$ cat src/hdl/sdps_ram.sv
// Generic single-port RAM with registered read data.
// No dependencies.
`default_nettype none

module sdps_ram #(
  parameter int unsigned WIDTH = 8,
  parameter int unsigned DEPTH = 64
) (
  input  wire logic                     clk_i,
  input  wire logic                     en_i,
  input  wire logic                     we_i,
  input  wire logic [$clog2(DEPTH)-1:0] addr_i,
  input  wire logic [WIDTH-1:0]         wdata_i,
  output logic      [WIDTH-1:0]         rdata_o
);

  logic [WIDTH-1:0] mem_q [DEPTH];

  always_ff @(posedge clk_i) begin
    if (en_i) begin
      if (we_i) begin
        mem_q[addr_i] <= wdata_i;
      end else begin
        rdata_o <= mem_q[addr_i];
      end
    end
  end

endmodule

`default_nettype wire

$ cat config.mk
export PLATFORM = sky130hd
export DESIGN_NAME = sdps_ram
export DESIGN_NICKNAME = d
export VERILOG_FILES = /design/src/hdl/sdps_ram.sv
export SDC_FILE = /design/constraint.sdc
export NUM_CORES = 1
export LEC_CHECK = 0
export ABC_AREA = 1
export BUFFER_PORTS_ARGS = -buffer_cell sky130_fd_sc_hd__buf_4
export CAP_MARGIN = 20
export CORE_MARGIN = 1.5
export CORE_UTILIZATION = 55
export CTS_CLUSTER_DIAMETER = 200
export DETAILED_ROUTE_END_ITERATION = 12
export PLACE_DENSITY_LB_ADDON = 0.05
export SLEW_MARGIN = 20
export SYNTH_ARGS = -nofsm -noshare
export SYNTH_HDL_FRONTEND = slang
export SYNTH_SLANG_ARGS = --single-unit
$ cat constraint.sdc
create_clock -name clk_i -period 3.1 [get_ports clk_i]
set_input_delay 0.62 -clock clk_i [delete_from_list [all_inputs] [get_ports clk_i]]
set_output_delay 0.62 -clock clk_i [all_outputs]
set_load 0.01 [all_outputs]
Word-level counts from Yosys, hierarchy flattened
Memories as Yosys holds them, arrays and structs flattened. A register that Yosys moved wholly into a read port is not among the register bits.
Cells that the tools add are included.
- register bits after elaboration: 0
- bits in latches: 0
- RAM bits: 512
- bits in read-only memories: 0
- input port bits: 17
- output and inout port bits: 8
- word-level logic and storage cells: 6
- memories: 1
- add/sub/neg operators: 0
- $mul: 0
- div/mod/pow operators: 0
- $lt $le $gt $ge: 0
- equality and inequality tests: 0
- shift operators: 0
- muxes and demuxes: 3
- bitwise operators: 1
- reductions and logical operators: 1
- memories (name ; words ; bits a word ; read ports ; clocked after memory_dff ; write ports ; line ; text):
    mem_q ; 64 ; 8 ; 1 ; 1 ; 1 ; 17 ; logic [WIDTH-1:0] mem_q [DEPTH];
- operators by type and width (operator ; count):
    2-to-1 mux 1 bit ; 3
    AND reduction 2 bit ; 1
    inverter 1 bit ; 1

Depth between registers and ports, before layout
Gate-level depths: netlist (run 1).
- depth in word-level cells: 3
- mapped depth: 13

Least setup slack after synthesis (run 1)
Ideal clock, no wire load.
- path type: input port to flip-flop
- from: in addr_i[3]
- to: mem mem_q[41][0], enable pin
- setup time: 0.395 ns
- arrival: 2.194 ns
- required time: 2.705 ns
- path slack: 0.511 ns
- cell stages on the path: 5
- cell sequence: buf_2 -> inv_2 -> nor3_2 -> inv_2 -> nor4_1
- RTL lines (element ; line ; text):
    start: declaration ; 12 ; input wire logic [$clog2(DEPTH)-1:0] addr_i,
    end: declaration ; 17 ;
No word-level cell before the write port.

Worst setup path after layout (run 1)
- from: in addr_i[2]
- to: mem mem_q[0][3], enable pin
No word-level cell before the write port.

==> impl_metrics.json, run 1 <==
{
  "outcome": "complete, no violations",
  "setup_violations": 0,
  "synth_seq_area_share": 0.706,
  "critPathKind": "in -> reg",
  "fin_skew_ns": 0.0120,
  "cp_slowest_cell": "nor2_1",
  "die_area_um2": 41500,
  "clockPowerShare": 0.399,
  "cp_max_fo": 22,
  "ys_seq_elements": 520,
  "max-vdd-ir-drop_mv": 0.614,
  "placed_area_um2": 23100,
  "seqPwrFrac": 0.542,
  "antenna-diode-count": 0,
  "via_per_inst": 5.19,
  "yosysUniqueCellTypes": 21,
  "core_area_um2": 39700,
  "critical_path_buf_inv_count": 2,
  "vias": 14500,
  "cts_resized": 0,
  "yosys_warnings": 0,
  "rsz0062_at_grt": "false",
  "syn_nets": 2186,
  "clk_latency_ns": 0.59,
  "slew_violations": 0,
  "netlist_area_um2": 22100,
  "fin_nets": 2249,
  "fillerInstances": 3272,
  "crit_chain": "buf_4 > nor2_1 > nand3_1 > buf_4 > nor2_1",
  "holdBufCountCts": 0,
  "slowest_delay_ns": 0.57,
  "drc_errors": 0,
  "cts_root_buf": "clkbuf_16",
  "netSwitchingFraction": 0.223,
  "total_power_w": 0.0144,
  "numClockSinks": 520,
  "cts_buffers": 53,
  "final_cells": 2793,
  "p_int_w": 0.0112,
  "cts_max_path_buffers": 3,
  "critical-path-top-delay-family": "simple AND/OR/NAND/NOR gates",
  "ant_nets": 0,
  "postSynthCellCount": 2169,
  "synth_top_area_share": 0.706,
  "combPwrFrac": 0.060,
  "drt_iter0_markers": 1123,
  "hold_path_class": "in -> reg",
  "grt_pass1_vias": 14100,
  "drive_above_1_share": 0.0833,
  "io_buffer_count": 24,
  "post-place-cells": 2702,
  "p_leak_nw": 10.3,
  "die_h_um": 204,
  "cts_tree": "yes",
  "post_cts_buffers": 0,
  "yosysTopAreaCell": "edfxtp_1",
  "clkTransAtPathRegs_ns": 0.06,
  "grt_antenna_before_repair": 0,
  "final_common_cell": "nand2_1",
  "cp.required_ns": 3.32,
  "start_util": 0.557,
  "setup.worst_path.start_class": "primary input",
  "worstPathArrival_ns": 2.51,
  "die_w_um": 204,
  "finalInstanceArea_um2": 24600,
  "globalplace.congestion": 0.807,
  "grt_max_degree": 97,
  "boundaryPins": 25,
  "grt-ovfl-total": 0,
  "switchingPower_w": 0.00320,
  "yosys-top-cells-area": "edfxtp_1, nand2_1, nor2_1, buf_2, buf_6",
  "fin_crit_sh": 0.739,
  "area_delta_synth_final_pct": 11.3,
  "grt_usage": 0.262,
  "post_drt_wl_per_cell_um": 18.8,
  "final_cell_mix": "nand2_1, edfxtp_1, buf_4",
  "slew-limit-headroom": 0.266,
  "grt_pass1_wl_um": 81200,
  "final.min_clock_period_ns": 2.29,
  "dp_hpwl_um": 29800,
  "power.density_nw_per_um2": 584,
  "cap_violations": 0,
  "cts_max_level": 2,
  "max_freq_ghz": 0.436,
  "worst_pin_slew_ns": 1.10,
  "firstDrtPassIters": 5,
  "avgSynthCellArea_um2": 10.2,
  "final_hold_viol_count": 0,
  "wirelength_um": 52400,
  "worst_setup_path_end_kind": "flop",
  "rows": 73,
  "fin_tns_setup_ns": 0
}
## worst paths after layout
| path | end | cells past startpoint | start | slack [ns] |
|---|---|---|---|---|
| hold / removal | rdata_o[0] | 2 | we_i | 0.58 |
| setup reg to reg | rdata_o[6] | 7 | mem_q[16][6] | 1.52 |
| setup / recovery | mem_q[0][3] | 5 | addr_i[2] | 0.81 |
| hold reg to reg | rdata_o[6] | 6 | mem_q[31][6] | 0.79 |
## per-stage QoR
stage	util	hold slack (ns)	setup WS, ns
4_1_cts	0.620	0.543	0.858
5_1_grt	0.620	0.570	0.693
3_3_place_gp	0.582	0.760	0.303
6_report	0.620	0.584	0.809
2_1_floorplan	-	0.674	0.511
3_5_place_dp	0.582	0.774	0.242
## logic make-up after synthesis
family	count (synthesis)	synth area share
buffers and inverters	131	0.0314
AOI/OAI and AO/OA	12	0.00328
and+or+nand+nor	1506	0.260
DFF	520	0.706
## cell type report
type	count	area, µm²	area share
flip-flops and latches	520	15600	0.634
multi-input cells	1518	5820	0.236
inverters	31	123	0.00498
well taps	525	657	0.0267
clock buffers	65	1370	0.0557
repair buffers	108	905	0.0367
clock inverters	26	140	0.00569
## synth_stat cells (all sizes together)
library cell,count
buf,78
clkbuf,22
clkinv,1
edfxtp,520
inv,30
nand2,1385
nand3,13
nand4,2
nor2,90
nor3,8
nor4,2
o211ai,5
o21ai,7
or2,6
## flip-flops by register name, indices dropped and copies added (netlist names)
register  count
mem_q       512
rdata_o       8
## power by group through the flow
stage / clock network [W] / logic, W / registers, W
3_5_place_dp: 0 / 0.000861 / 0.00793
5_1_grt: 0.00609 / 0.000963 / 0.00778
6_report: 0.00573 / 0.000858 / 0.00778
4_1_cts: 0.00582 / 0.000864 / 0.00778
3_3_place_gp: 0 / 0.000855 / 0.00793
2_1_floorplan: 0 / 0.000518 / 0.00793
## layer usage
layer	vias up	track usage	part of all wire
met5	-	0	0
met4	0	0.0701	0.022
met3	80	0.0449	0.062
met2	382	0.417	0.47
met1	6897	0.374	0.45
li1	7128	-	-
Note: power is estimated with default switching activity, not from simulation.
==> inputs of run 2 (changes only) <==
==> constraint.sdc (replaced) <==
create_clock -name clk_i -period 2.2 [get_ports clk_i]
set_input_delay 0.44 -clock clk_i [delete_from_list [all_inputs] [get_ports clk_i]]
set_output_delay 0.44 -clock clk_i [all_outputs]
set_load 0.01 [all_outputs]
==> impl_metrics.json, run 2 (synthesized netlist as in run 1, its figures left out) <==
{
  "grt_antenna_before_repair": 0,
  "fin_nets": 2290,
  "post-route-util": 0.638,
  "rsz0062_at_grt": "false",
  "ant_nets": 0,
  "worstPathArrival_ns": 1.21,
  "seqPwrFrac": 0.512,
  "max-vdd-ir-drop_mv": 0.710,
  "cts_max_path_buffers": 3,
  "final_common_cell": "nand2_1",
  "cap_violations": 0,
  "critical_path_buf_inv_count": 1,
  "reg.largest.list": "mem_q: 512 flops, rdata_o: 8 flops",
  "antenna-diode-count": 0,
  "final_hold_viol_count": 0,
  "area_delta_synth_final_pct": 14.5,
  "slew_violations": 0,
  "grt_pass1_vias": 14200,
  "p_int_w": 0.0169,
  "post_cts_buffers": 0,
  "multi_input_area_um2": 5820,
  "netSwitchingFraction": 0.213,
  "wirelength_um": 52600,
  "drt_iter0_markers": 1060,
  "crit_chain": "buf_4",
  "rows": 73,
  "final.min_clock_period_ns": 1.65,
  "drc_errors": 0,
  "grt-ovfl-total": 0,
  "die_h_um": 204,
  "cp_max_fo": 1,
  "die_w_um": 204,
  "grt_usage": 0.260,
  "final_cell_mix": "nand2_1, edfxtp_1, buf_4",
  "globalplace.congestion": 0.819,
  "drive_above_1_share": 0.102,
  "dp_hpwl_um": 32000,
  "setup_violations": 0,
  "die_area_um2": 41500,
  "cp_slowest_cell": "edfxtp_1",
  "p_leak_nw": 10.7,
  "largest_reg_flops": 512,
  "core_area_um2": 39700,
  "cp.required_ns": 1.76,
  "clk_latency_ns": 0.60,
  "numClockSinks": 520,
  "cts_tree": "yes",
  "firstDrtPassIters": 7,
  "clkTransAtPathRegs_ns": 0.06,
  "vias": 14700,
  "cts_max_level": 2,
  "grt_max_degree": 78,
  "final_cells": 2840,
  "outcome": "complete, no violations",
  "worst_pin_slew_ns": 0.800,
  "combPwrFrac": 0.059,
  "boundaryPins": 25,
  "slowest_delay_ns": 0.44,
  "max_freq_ghz": 0.606,
  "power.density_nw_per_um2": 845,
  "via_per_inst": 5.18,
  "slew-limit-headroom": 0.467,
  "cts_resized": 0,
  "fin_skew_ns": 0.0146,
  "critPathKind": "reg -> out",
  "fin_tns_setup_ns": 0,
  "post_drt_wl_per_cell_um": 18.5,
  "switchingPower_w": 0.00455,
  "largest-register": "mem_q",
  "fin_crit_sh": 0.750,
  "post-place-cells": 2744,
  "grt_pass1_wl_um": 81000,
  "worst_setup_path_end_kind": "primary output",
  "fillerInstances": 3170,
  "io_buffer_count": 24,
  "register_area_um2": 15600,
  "hold_path_class": "in -> reg",
  "holdBufCountCts": 0,
  "critical-path-top-delay-family": "flip-flops",
  "cts_root_buf": "clkbuf_16",
  "cts_buffers": 52,
  "setup.worst_path.start_class": "flop",
  "start_util": 0.557,
  "clockPowerShare": 0.428
}
[run 2: changes by cell type in the layout (fill, tap and decap cells not counted), sizes merged]
cell    delta
clkbuf     -3
buf       +42
inv        -1
bufinv     +9
[run 2: worst register-to-register path, cell delays in order, from the launching register on]
cell      delay, ns
edfxtp_1       0.37
nand2_1        0.08
nand2_1        0.05
nand2_1        0.06
nand2_1        0.06
nand2_1        0.09
nand2_1        0.06
nand2_1        0.10
nand2_1        0.09
nor2_1         0.29
nand2_1        0.10
[run 2: layout make-up]
cell class,instances,area share
well taps,525,0.0259
clock inverters,34,0.0157
clock buffers,62,0.0537
inverters,31,0.00484
flip-flops and latches,520,0.616
multi-input cells,1518,0.230
repair buffers,150,0.0536
[run 2: through the flow]
stage | hold WS [ns] | setup slack [ns] | instance area, µm² | total power (W)
4_1_cts | 0.274 | 0.526 | 25300 | 0.0215
2_1_floorplan | 0.539 | -0.209 | 22100 | 0.0119
3_3_place_gp | 0.728 | -0.0577 | 23600 | 0.0124
3_5_place_dp | 0.736 | -0.0328 | 23600 | 0.0124
6_report | 0.297 | 0.549 | 25300 | 0.0214
5_1_grt | 0.292 | 0.511 | 25300 | 0.0220
[run 2: worst paths after layout]
check                     from      endpoint  slack [ns]  cells after the start
hold reg to reg   mem_q[34][6]    rdata_o[6]        0.76                      6
setup reg to reg  mem_q[16][7]    rdata_o[7]        0.60                     10
setup / recovery    rdata_o[0]    rdata_o[0]        0.55                      1
hold / removal      wdata_i[1]  mem_q[16][1]        0.30                      1
[run 2: per-layer routing]
layer	GRT usage	vias up	wire length [µm]
met1	0.364	7011	23400
met5	0	-	0
met4	0.0614	0	902
met2	0.425	397	25100
met3	0.0492	75	3200
li1	-	7231	-
[run 2: power by group through the flow]
stage                     Combinational [W]  Clock (W)  Sequential [W]
final                               0.00127    0.00917          0.0110
after global routing                0.00142    0.00964          0.0110
after CTS                           0.00128    0.00928          0.0110
after detailed placement            0.00127          0          0.0112
after global placement              0.00126          0          0.0112
after floorplan                    0.000730          0          0.0112
